===== src/design/fixed_slot_free_list_allocator_macros.svh =====
// Assertion macros shared by the slot allocator modules.
`ifndef FIXED_SLOT_FREE_LIST_ALLOCATOR_MACROS_SVH
`define FIXED_SLOT_FREE_LIST_ALLOCATOR_MACROS_SVH
`ifndef SYNTH
`define FSLF_ASSERT(lbl, clk, rst_n, prop) \
  lbl: assert property (@(posedge clk) disable iff (!rst_n) (prop)) \
    else $error("slot allocator check failed");
`define FSLF_ASSERT_NEVER(lbl, clk, rst_n, expr) \
  lbl: assert property (@(posedge clk) disable iff (!rst_n) !(expr)) \
    else $error("slot allocator forbidden condition seen");
`else
`define FSLF_ASSERT(lbl, clk, rst_n, prop)
`define FSLF_ASSERT_NEVER(lbl, clk, rst_n, expr)
`endif
`endif


===== src/design/fslf_pkg.sv =====
// Types and constants for the fixed-slot free list allocator.
`timescale 1ns / 1ps
package fslf_pkg;

  localparam int SlotCountDef = 1024;
  localparam int SlotIdxW     = 10;
  localparam int ObjBytesW    = 13;
  localparam int OffsetW      = 22;
  localparam int StatusW      = 2;
  localparam int OpW          = 2;

  localparam logic [ObjBytesW-1:0] ObjBytesReset = 13'd16;

  localparam logic [OpW-1:0] OP_ALLOC   = 2'd0;
  localparam logic [OpW-1:0] OP_RELEASE = 2'd1;
  localparam logic [OpW-1:0] OP_QUERY   = 2'd2;

  localparam logic [StatusW-1:0] STATUS_OK          = 2'd0;
  localparam logic [StatusW-1:0] STATUS_EXHAUSTED   = 2'd1;
  localparam logic [StatusW-1:0] STATUS_BAD_RELEASE = 2'd2;

  typedef struct packed {
    logic                valid;
    logic [SlotIdxW-1:0] granted;
    logic [StatusW-1:0]  status;
    logic                live;
  } res_t;

endpackage


===== src/design/fslf_ctrl.sv =====
// Request sequencer: free list head, bump counter and read-modify-write of the slot memory.
`timescale 1ns / 1ps
`include "fixed_slot_free_list_allocator_macros.svh"
module fslf_ctrl #(
  parameter int SlotCount = fslf_pkg::SlotCountDef,
  localparam int SlotW = $clog2(SlotCount)
) (
  input  logic                          clk_i,
  input  logic                          rst_ni,
  input  logic                          start_i,
  output logic                          busy_o,
  input  logic [fslf_pkg::OpW-1:0]      op_i,
  input  logic [fslf_pkg::SlotIdxW-1:0] slot_i,
  input  logic                          null_i,
  output logic                          mem_re_o,
  output logic [SlotW-1:0]              mem_raddr_o,
  input  logic [SlotW:0]                mem_rdata_i,
  output logic                          mem_we_o,
  output logic [SlotW-1:0]              mem_waddr_o,
  output logic [SlotW:0]                mem_wdata_o,
  output fslf_pkg::res_t                res_o
);
  import fslf_pkg::*;

  localparam int CntW = SlotW + 1;

  typedef enum logic [1:0] {
    ST_IDLE = 2'b01,
    ST_EXEC = 2'b10
  } state_e;

  state_e              state_q, state_d;
  logic [OpW-1:0]      op_q;
  logic [SlotIdxW-1:0] slot_q;
  logic                null_q;
  logic [SlotW-1:0]    head_q, head_d;
  logic                nonempty_q, nonempty_d;
  logic [CntW-1:0]     count_q, count_d;
  logic                accept;
  logic [SlotW-1:0]    slot_idx;
  logic                rd_mark;
  logic [SlotW-1:0]    rd_link;
  logic                slot_live;

  assign accept = start_i && (state_q == ST_IDLE);
  assign busy_o = (state_q == ST_EXEC);

  always_comb begin
    state_d = state_q;
    unique case (state_q)
      ST_IDLE: begin
        if (accept) begin
          state_d = ST_EXEC;
        end
      end
      ST_EXEC: state_d = ST_IDLE;
      default: state_d = ST_IDLE;
    endcase
  end

  always_ff @(posedge clk_i or negedge rst_ni) begin
    if (!rst_ni) begin
      state_q    <= ST_IDLE;
      head_q     <= '0;
      nonempty_q <= 1'b0;
      count_q    <= '0;
    end else begin
      state_q    <= state_d;
      head_q     <= head_d;
      nonempty_q <= nonempty_d;
      count_q    <= count_d;
    end
  end

  always_ff @(posedge clk_i) begin
    if (accept) begin
      op_q   <= op_i;
      slot_q <= slot_i;
      null_q <= null_i;
    end
  end

  // An allocate needs the link of the current head; everything else reads the named slot.
  assign mem_re_o    = accept;
  assign mem_raddr_o = (op_i == OP_ALLOC) ? head_q : SlotW'(slot_i);

  assign slot_idx = SlotW'(slot_q);
  assign rd_mark  = mem_rdata_i[SlotW];
  assign rd_link  = mem_rdata_i[SlotW-1:0];

  // Entries at or above the bump counter were never handed out and count as not live.
  assign slot_live = (32'(slot_q) < 32'(SlotCount)) && (32'(slot_q) < 32'(count_q)) && !rd_mark;

  always_comb begin
    head_d        = head_q;
    nonempty_d    = nonempty_q;
    count_d       = count_q;
    mem_we_o      = 1'b0;
    mem_waddr_o   = slot_idx;
    mem_wdata_o   = {1'b1, head_q};
    res_o.valid   = (state_q == ST_EXEC);
    res_o.granted = slot_q;
    res_o.status  = STATUS_OK;
    res_o.live    = 1'b0;
    if (state_q == ST_EXEC) begin
      case (op_q)
        OP_ALLOC: begin
          if (nonempty_q) begin
            res_o.granted = SlotIdxW'(head_q);
            mem_we_o      = 1'b1;
            mem_waddr_o   = head_q;
            mem_wdata_o   = {1'b0, rd_link};
            // The tail of the list links to itself.
            if (rd_link == head_q) begin
              nonempty_d = 1'b0;
            end else begin
              head_d = rd_link;
            end
          end else if (32'(count_q) < 32'(SlotCount)) begin
            res_o.granted = SlotIdxW'(count_q);
            mem_we_o      = 1'b1;
            mem_waddr_o   = count_q[SlotW-1:0];
            mem_wdata_o   = {1'b0, rd_link};
            count_d       = count_q + CntW'(1);
          end else begin
            res_o.granted = '0;
            res_o.status  = STATUS_EXHAUSTED;
          end
        end
        OP_RELEASE: begin
          if (!null_q) begin
            if (!slot_live) begin
              res_o.status = STATUS_BAD_RELEASE;
            end else begin
              mem_we_o    = 1'b1;
              mem_waddr_o = slot_idx;
              mem_wdata_o = {1'b1, (nonempty_q ? head_q : slot_idx)};
              head_d      = slot_idx;
              nonempty_d  = 1'b1;
            end
          end
        end
        OP_QUERY: res_o.live = slot_live;
        default: ;
      endcase
    end
  end

  `FSLF_ASSERT(a_accept_then_busy, clk_i, rst_ni, accept |=> busy_o)
  `FSLF_ASSERT(a_single_exec_cycle, clk_i, rst_ni, busy_o |=> !busy_o)
  `FSLF_ASSERT_NEVER(a_count_bound, clk_i, rst_ni, 32'(count_q) > 32'(SlotCount))
  `FSLF_ASSERT(a_release_fills_list, clk_i, rst_ni, (busy_o && op_q == OP_RELEASE && !null_q && res_o.status == STATUS_OK) |=> nonempty_q)
  `FSLF_ASSERT_NEVER(a_write_when_idle, clk_i, rst_ni, mem_we_o && !busy_o)

endmodule


===== config.mk =====
export PLATFORM = sky130hd
export DESIGN_NAME = fslf_ctrl
export DESIGN_NICKNAME = d
export VERILOG_FILES = /design/src/design/fslf_pkg.sv /design/src/design/fslf_ctrl.sv
export VERILOG_INCLUDE_DIRS = /design/src /design/src/design
export SDC_FILE = /design/constraint.sdc
export NUM_CORES = 1
export LEC_CHECK = 0
export ABC_CLOCK_PERIOD_IN_PS = 2800
export BUFFER_PORTS_ARGS = -buffer_cell sky130_fd_sc_hd__buf_2
export CAP_MARGIN = 15
export CORE_ASPECT_RATIO = 0.8
export CORE_MARGIN = 2
export CORE_UTILIZATION = 53
export DETAILED_ROUTE_END_ITERATION = 16
export PLACE_DENSITY = 0.81
export SYNTH_ARGS = -nofsm -noshare
export SYNTH_HDL_FRONTEND = slang
export SYNTH_SLANG_ARGS = --single-unit

===== constraint.sdc =====
create_clock -name clk_i -period 2.8 [get_ports clk_i]
set_input_delay 0.14 -clock clk_i [delete_from_list [all_inputs] [get_ports clk_i]]
set_output_delay 0.14 -clock clk_i [all_outputs]
set_load 0.01 [all_outputs]

Yosys cells after proc, flatten, opt, wreduce, memory -nomap -nowiden. Index checks and enable logic that the tools add are counted.

Logic and storage cells: 70. Output and inout bits: 48. Bits of input ports: 27. Register bits: 37.

Add/sub/neg operators: 1. Bitwise logic cells: 1. Equal/unequal tests: 10. Reductions and logical operators: 9. Order comparisons: 2. Multiplexer cells: 40.

Operators by type and width (number): 10-bit 2-to-1 mux (15); 11-bit 2-to-1 mux (3); 11-bit one-hot mux with 2 select lines (1); 10-bit one-hot mux with 2 select lines (1); 13-bit 2-to-1 mux (1); 1-bit 2-to-1 mux (12); 11-bit by 1-bit adder with 11-bit output (second input constant) (1); 10-bit by 11-bit less-than comparator with 1-bit output (1); 11-bit less-than comparator (second input constant) (1); 10-bit equality test (1); 2-bit inequality test (second input constant) (5); 2-bit 2-to-1 mux (4); 4-bit AND reduction (2); 6-bit AND reduction (1); 2-bit by 1-bit equality test with 1-bit output (second input constant) (2); 2-bit equality test (second input constant) (2); 2-bit zero test (2); 1-bit one-hot mux with 2 select lines (2); 2-bit one-hot mux with 2 select lines (1); 1-bit logical AND (2); 2-bit nonzero test (1); 1-bit zero test (1); 1-bit inverter (1).

Logic depth before layout (Yosys ltp). Gate-level depths: netlist (run 1).

Word-level depth: 6. Depth in mapped cells: 9. Mapped depth without buffers: 8.

Least setup slack after synthesis (run 1). OpenSTA, ideal clock, no wires.

Path type: register to output. Start: register count_q[2]. End: output port mem_wdata_o[0]. Cell stages (with the launch flop): 10. Slack: 390 ps. Path buffers: 1. Arrival time: 2270 ps. Required time: 2660 ps. Cells stage by stage: dfrtp_1 -> inv_1 -> ha_1 -> a21o_1 -> a31oi_1 -> o21ai_1 -> a2111oi_4 -> and4b_1 -> buf_4 -> a221o_1.

Cells in the longest elaborated chain, start to end: 6. Elaborated cells between the ends (all ways): 9. Classes of those cells: order compare: 2; mux: 6; reduce/logical: 1.

RTL lines: start, declared (line fslf_ctrl.sv:38) `logic [CntW-1:0] count_q, count_d;`; start signal, assigned (line fslf_ctrl.sv:71) `count_q <= count_d;`; 10-bit by 11-bit less-than comparator with 1-bit output (line fslf_ctrl.sv:92) `assign slot_live = (32'(slot_q) < 32'(SlotCount)) && (32'(slot_q) < 32'(count_q)) && !rd_mark;`; 1-bit logical AND (line fslf_ctrl.sv:92); 10-bit 2-to-1 mux (line fslf_ctrl.sv:132) `if (!slot_live) begin`; 10-bit 2-to-1 mux (line fslf_ctrl.sv:131) `if (!null_q) begin`; 11-bit one-hot mux with 2 select lines * (line fslf_ctrl.sv:106) `case (op_q)`; 11-bit 2-to-1 mux * (line fslf_ctrl.sv:105) `if (state_q == ST_EXEC) begin`; end, declared (line fslf_ctrl.sv:20) `output logic [SlotW:0] mem_wdata_o,`.

Mark *: on every way between the ends. The rest lies on a longest branch, timed or not.

Final worst setup path (run 1).
Start: register slot_q[8] (netlist: slot_idx[8]). End: output port mem_wdata_o[4].

Cells in the longest elaborated chain, start to end: 6.

RTL lines: start, declared (line fslf_ctrl.sv:34) `logic [SlotIdxW-1:0] slot_q;`; start signal, assigned (line fslf_ctrl.sv:78) `slot_q <= slot_i;`; 10-bit by 11-bit less-than comparator with 1-bit output (line fslf_ctrl.sv:92); 1-bit logical AND (line fslf_ctrl.sv:92); 10-bit 2-to-1 mux (line fslf_ctrl.sv:132); 10-bit 2-to-1 mux (line fslf_ctrl.sv:131); 11-bit one-hot mux with 2 select lines (line fslf_ctrl.sv:106); 11-bit 2-to-1 mux (line fslf_ctrl.sv:105).

Every way passes these cells.

==> impl_metrics.csv, run 1 <==
group,metric,value,unit
status,status,"finished, violations left",
status,violations,"negative setup slack",
min_path,hold_class,"in2reg",
floorplanning,core,4680,µm²
clock_tree,clk_latency,0.30,ns
setup_path,reg2reg_slack,0.35,ns
timing,rsz0062_at_grt,"yes",
floorplanning,die_h,67.1,µm
placement,dpl-instance-area,3110,µm²
detailed_routing,routedWlPerCell,17.6,µm
setup_path,max_stage_delay,0.45,ns
placement,gp_routability_congestion,0.882,
synthesis,synthCells,252,
timing,whs,0.0149,ns
global_route,first_global_vias,2272,
synthesis,synthMuxAreaShare,14.2,%
synthesis,yosysSeqAreaShare,37.6,%
layout,post-route-util,73.3,%
setup_path,endpoint_kind,"output port",
timing,hold_violations,0,
clock_tree,htreeDepth,2,
detailed_routing,wl,7220,µm
setup_path,worst_setup_path_start_kind,"flop",
synthesis,synth_compound_area_share,16.8,%
layout,layout-drive-gt1-share,46.0,%
setup_path,path_class,"reg2out",
synthesis,synth_nets,289,
floorplanning,die_w,82.9,µm
timing,slew_headroom,43.9,%
layout,instances_no_fill,410,
setup_path,cp_max_fo,5,
setup_path,worstSetupEndpoint,"mem_wdata_o[4]",
synthesis,ys_types,45,
floorplanning,start_util,56.4,%
global_route,overflow,0,
timing,tns,-0.133,ns
placement,dp_slack,0.183,ns
setup_path,r2r_cells,7,
timing,finalCriticalPeriod,2.83,ns
synthesis,synthAdderAreaFrac,4.74,%
synthesis,avgSynthCellArea,10.5,µm²
global_route,met3_usage,5.58,%
synthesis,yosys.area_share.simple,16.4,%
placement,place_inst,384,
setup_path,worst_path_max_delay_cell,"edfxtp_1",
setup_path,crit_start,"slot_idx[8]",
timing,timing.fmax,0.354,GHz
power,ir_drop,342,µV
timing,finalSetupViolCount,9,
flow_run,drv_cap,0,
power,total_power,1.74,mW
setup_path,worstPathCellList,"ha_1, and4b_1, and3_4, a2111oi_4, buf_4, and4b_2, buf_6, a221o_1, buf_2",
power,p_per_area,508,nW/µm²
timing,clock_skew,0.00416,ns
global_route,groute.layer.met1.usage,34.4,%
clock_tree,cts_root_buffer,"clkbuf_8",
floorplanning,core.rowCount,22,
detailed_routing,drtIter0Drc,140,
global_route,grtUsageTotal,26.1,%
floorplanning,top_level_ports,75,
setup_path,r2r-end,"head_q[5]",
global_route,grt_pass1_wl,11300,µm
synthesis,synth_top_family_by_area,"compound AO/OA/AOI/OAI gates",
synthesis,synth-edff-count,13,
clock_tree,cts_max_path_buffers,2,
clock_tree,path_clk_slew,0.08,ns
layout,finalInstanceArea,3430,µm²
layout,syn2layout_area_growth,29.9,%
timing,drv_slew,0,
timing,finalCritPeriodShare,101,%
synthesis,synth_xor_area_share,6.30,%
synthesis,ys_warn_count,0,
detailed_routing,vias,2392,
synthesis,postSynth.asyncResetShare,64.9,%
setup_path,arrival,2.69,ns
placement,portBuffers,74,
clock_tree,numCtsBuffers,5,
detailed_routing,drt-pass1-iter-count,4,
setup_path,crit_required,2.66,ns
detailed_routing,drc,0,
global_route,antenna_found_initial,0,
timing,worstMarginPinSlew,0.838,ns
layout,antenna_cells,0,
detailed_routing,antenna_left,0,
synthesis,synth_ff_type,"dfrtp_1",
global_route,top_usage_layer,"met2",
layout,nets,386,
synthesis,syn_area,2640,µm²
detailed_routing,vias_per_cell,5.83,
setup_path,r2r-start,"slot_idx[6]",
power,power_leakage,1.61,nW
global_route,grt_use_met2,44.4,%
floorplanning,dieArea,5570,µm²
clock_tree,cts_tree,"yes",
timing,fin_ws,-0.0273,ns
placement,dp_hpwl,5110,µm
clock_tree,cts.sinks,37,
synthesis,ys_seq_elements,37,
global_route,grt_max_degree,25,
-- what timing repair did --
| item | in CTS | in global routing |
|---|---|---|
| endpoints found under the setup margin | 10 | 13 |
| gates resized for setup | 4 | 10 |
| endpoints found under the hold margin | 23 | 0 |
| buffers inserted | 7 | 8 |
| pin swaps | 3 | 12 |
| hold buffers | 1 | 0 |
| cloned | 1 | 1 |
-- cell type report --
cell class                 count  area (µm²)
clock buffer                   6        82.6
clock inverter                 2        37.5
fill                         341        1250
inverter                      14        52.6
multi-input combinational    190        1610
sequential                    37         993
tap                           60        75.1
timing repair buffer         101         583
-- report_power, final --
| part | total (mW) | leakage (nW) | switching, mW | internal [mW] |
|---|---|---|---|---|
| logic | 0.510 | 1.11 | 0.228 | 0.282 |
| clock network | 0.493 | 0.0574 | 0.203 | 0.290 |
| registers | 0.740 | 0.437 | 0.108 | 0.632 |
-- how the worst min path moves through the flow --
stage,start,end,slack [ns],cells after the start
after floorplan,rst_ni,count_q[0],-0.16,0
after global placement,rst_ni,state_q[1],0.16,1
after detailed placement,rst_ni,count_q[9],0.17,1
after CTS,null_i,null_q,0.01,1
after global routing,null_i,null_q,0.01,1
final,null_i,null_q,0.01,1
-- critical path, delay by kind of cell (launching register included) --
kind | cells | cell delay, ns
simple gates | 3 | 0.65
flops | 1 | 0.45
buf+inv | 3 | 0.43
compound gates | 2 | 0.51
fa+ha+maj | 1 | 0.34
-- registers in the layout, summed over array words and instances, names as in the netlist --
signal and count:
count_q 11, state_q 2, null_q 1, head_q 10, op_q 2, slot_idx 10, nonempty_q 1
-- cells in the final DEF, fill, tap and decap left out, types with 2 or more instances in the layout --
master and n:
buf_2 74, ha_4 2, mux2_2 20, clkbuf_8 6
inv_2 3, dfrtp_1 22, and4b_1 2, buf_6 2
a21o_1 12, a221o_1 10, and2_1 10, a22oi_1 2
nand2b_1 4, nor3_1 9, nand2_1 15, mux2_4 10
a31oi_4 2, nor4_1 3, nor2_1 8, edfxtp_1 13
xnor2_1 10, ha_1 8, nor2b_1 2, a21oi_1 13
inv_1 11, xor2_1 9, o21ai_1 11, buf_4 24
nand4_1 4, nand3_1 3
-- routing by layer --
metal / up-vias / part of all wire, % / wire [µm]
met3: 10 / 7.3 / 528
met4: 0 / 0.94 / 68
li1: 1120 / - / -
met1: 1161 / 44 / 3140
met2: 101 / 48 / 3480
met5: - / 0 / 0
-- logic make-up (layout without fill, tap and decap cells) --
kind of cell	count (synthesis)	in the layout
AND/OR/NAND/NOR	72	72
AO/OA/AOI/OAI	58	59
flip-flops	37	37
multiplexers	30	30
buffers and inverters	26	123
XOR/XNOR	19	19
adder cells (fa/ha/maj)	10	10
-- Yosys cell counts, types with 2 or more instances --
| cell | n | area, µm² |
|---|---|---|
| xor2_1 | 9 | 78.8 |
| nor2_1 | 9 | 33.8 |
| and2_1 | 10 | 62.6 |
| a22oi_1 | 2 | 15.0 |
| ha_1 | 10 | 125 |
| nand2_1 | 15 | 56.3 |
| o21ai_1 | 12 | 60.1 |
| mux2_2 | 20 | 225 |
| xnor2_1 | 10 | 87.6 |
| nor2b_1 | 2 | 12.5 |
| buf_4 | 2 | 15.0 |
| nand4_1 | 4 | 25.0 |
| inv_1 | 13 | 48.8 |
| edfxtp_1 | 13 | 390 |
| nand2b_1 | 4 | 25.0 |
| nor4_1 | 3 | 18.8 |
| mux2_4 | 10 | 150 |
| nor3_1 | 9 | 45.0 |
| a21o_1 | 12 | 90.1 |
| dfrtp_1 | 23 | 576 |
| a221o_1 | 10 | 100 |
| a21oi_1 | 14 | 70.1 |
| clkbuf_1 | 9 | 33.8 |
| a31oi_1 | 2 | 12.5 |
| and4b_1 | 3 | 30.0 |
| nand3_1 | 3 | 15.0 |
No activity file was read; power rests on OpenSTA's default activity.
==> run 2: changes to the inputs <==
Settings changed: CELL_PAD_IN_SITES_DETAIL_PLACEMENT set to 1, CELL_PAD_IN_SITES_GLOBAL_PLACEMENT set to 1, CORE_UTILIZATION 53 to 40, PLACE_DENSITY 0.81 to unset, PLACE_DENSITY_LB_ADDON set to 0.1.
==> run 2 against run 1 <==
- the run still ends with negative setup slack left
- total power rose by 5.6%
- design area rose by 3.1%
- worst setup slack improved by 0.0083 ns
- fmax rose by 0.30%
- register-to-register slack improved by 0.03 ns
- hold slack improved by 0.0048 ns
- sequential share of layout area fell by 0.91 points
- via count fell by 0.33%
- critical path type unchanged
- largest cell class unchanged
- highest routed layer unchanged
==> impl_metrics.csv, run 2 (synthesis gave the netlist of run 1 again) <==
group,metric,value,unit
status,status,"finished, violations left",
status,violations,"negative setup slack",
setup_path,worstPathCellList,"ha_4, and4b_1, and3_4, a2111oi_4, and4b_2, buf_6, a221o_1, buf_2",
global_route,first_global_vias,2338,
detailed_routing,wl,8640,µm
timing,fin_ws,-0.0190,ns
setup_path,cp_max_fo,5,
floorplanning,top_level_ports,75,
global_route,antenna_found_initial,0,
power,p_switching,563,µW
setup_path,crit_required,2.66,ns
setup_path,endpoint_kind,"output port",
power,p_per_area,521,nW/µm²
floorplanning,start_util,41.4,%
power,internal-power,1.28,mW
power,p_clk_share,30.4,%
placement,gp_routability_congestion,0.877,
timing,hold_violations,0,
setup_path,worst_path_max_delay_cell,"edfxtp_1",
timing,clock_skew,0.00677,ns
clock_tree,cts_tree,"yes",
detailed_routing,drt-pass1-iter-count,4,
layout,nFillCells,748,
layout,final_common_cell,"buf_2",
layout,syn2layout_area_growth,33.9,%
setup_path,worst-path-stages,8,
setup_path,worst_setup_path_start_kind,"flop",
clock_tree,path_clk_slew,0.08,ns
detailed_routing,vias_per_cell,5.42,
layout,largest_reg_flops,11,
floorplanning,core.rowCount,26,
setup_path,arrival,2.68,ns
timing,tns,-0.0190,ns
power,p_sw_share,30.6,%
detailed_routing,drc,0,
min_path,whs_path_depth,1,
detailed_routing,drtIter0Drc,100,
setup_path,r2r_cells,8,
floorplanning,die_w,94.8,µm
layout,antenna_cells,0,
timing,finalSetupViolCount,1,
power,p_seq_share,40.4,%
timing,drv_slew,0,
timing,timing.fmax,0.355,GHz
clock_tree,numCtsBuffers,5,
setup_path,cp_num_buf_inv,2,
clock_tree,cts_root_buffer,"clkbuf_8",
layout,layout-drive-gt1-share,48.3,%
min_path,hold_class,"in2reg",
setup_path,max_stage_delay,0.48,ns
global_route,grtUsageTotal,24.1,%
detailed_routing,vias,2384,
detailed_routing,routedWlPerCell,19.6,µm
placement,dp_hpwl,6160,µm
timing,slew_headroom,54.6,%
placement,dp_slack,0.115,ns
clock_tree,htreeDepth,2,
global_route,grt_pass1_wl,13200,µm
clock_tree,cts_max_path_buffers,2,
power,ir_drop,249,µV
floorplanning,core,6380,µm²
timing,worstMarginPinSlew,0.680,ns
floorplanning,die_h,76.7,µm
layout,mostFrequentLayoutCells,"buf_2, buf_4, dfrtp_1",
global_route,overflow,0,
floorplanning,dieArea,7270,µm²
setup_path,path_class,"reg2out",
clock_tree,clk_latency,0.29,ns
power,p_comb_share,29.2,%
layout,post-route-util,55.5,%
timing,rsz0062_at_grt,"yes",
layout,regMostFlops,"count_q",
layout,nets,392,
flow_run,drv_cap,0,
timing,finalCriticalPeriod,2.82,ns
setup_path,critPathTopFamily,"simple AND/OR/NAND/NOR gates",
global_route,grt_max_degree,25,
timing,finalCritPeriodShare,101,%
placement,portBuffers,74,
detailed_routing,antenna_left,0,
clock_tree,cts.sinks,37,
power,power_leakage,1.65,nW
-- run 2: worst reg2reg max path: cells and delay by family (launching register included) --
family | cells | cell delay (ns)
mux | 1 | 0.35
buf+inv | 1 | 0.16
flops | 1 | 0.41
simple gates | 2 | 0.56
fa+ha+maj | 1 | 0.29
compound gates | 3 | 0.53
-- run 2: layout make-up --
class | count | area, µm² | share of cell area, %
Tap cell | 84 | 105 | 2.97
Multi-Input combinational cell | 189 | 1620 | 45.7
Sequential cell | 37 | 992 | 28.1
Timing Repair Buffer | 108 | 636 | 18.0
Inverter | 14 | 52.6 | 1.49
Clock buffer | 5 | 68.8 | 1.95
Clock inverter | 3 | 65.1 | 1.84
-- run 2: timing repair --
item                                    in CTS  in global routing
gates resized for setup                      7                 11
setup buffers                                4                 11
endpoints found under the hold margin       23                  0
hold buffers                                 1                  0
pin swaps                                   14                 10
endpoints found under the setup margin      11                 15
cloned                                       1                  0
-- run 2: power groups by stage --
stage / clock network, mW / registers, mW / logic [mW]
floorplan: 0 / 0.708 / 0.331
global placement: 0 / 0.751 / 0.492
detailed placement: 0 / 0.750 / 0.505
CTS: 0.571 / 0.739 / 0.522
global route: 0.596 / 0.751 / 0.590
finish: 0.560 / 0.743 / 0.537
-- run 2: worst paths after layout --
kind                       slack [ns]   startpoint             end
max                             -0.02  slot_idx[7]  mem_wdata_o[1]
min                              0.02       null_i          null_q
max reg2reg                      0.38   count_q[6]       head_q[7]
min reg2reg                      0.52   count_q[7]      count_q[7]
max in group asynchronous        2.02       rst_ni       head_q[8]
min in group asynchronous        0.38       rst_ni      state_q[1]
-- run 2: per-layer routing --
layer,vias to the layer above,track usage (%),part of all wire (%),routed length (µm)
met3,6,4.32,5.4,464
li1,1132,-,-,-
met2,72,38.7,48,4160
met4,0,4.78,0.52,45
met5,-,0,0,0
met1,1174,34.0,46,3980
-- run 2: per-stage QoR --
stage / cells / hold WS (ns) / area [µm²] / total power, mW
after global routing: 440 / 0.00551 / 3540 / 1.94
after floorplan: 252 / -0.156 / 2640 / 1.04
after detailed placement: 415 / 0.194 / 3190 / 1.26
after global placement: 415 / 0.170 / 3190 / 1.24
after CTS: 429 / 0.0131 / 3400 / 1.83
final: 440 / 0.0197 / 3540 / 1.84
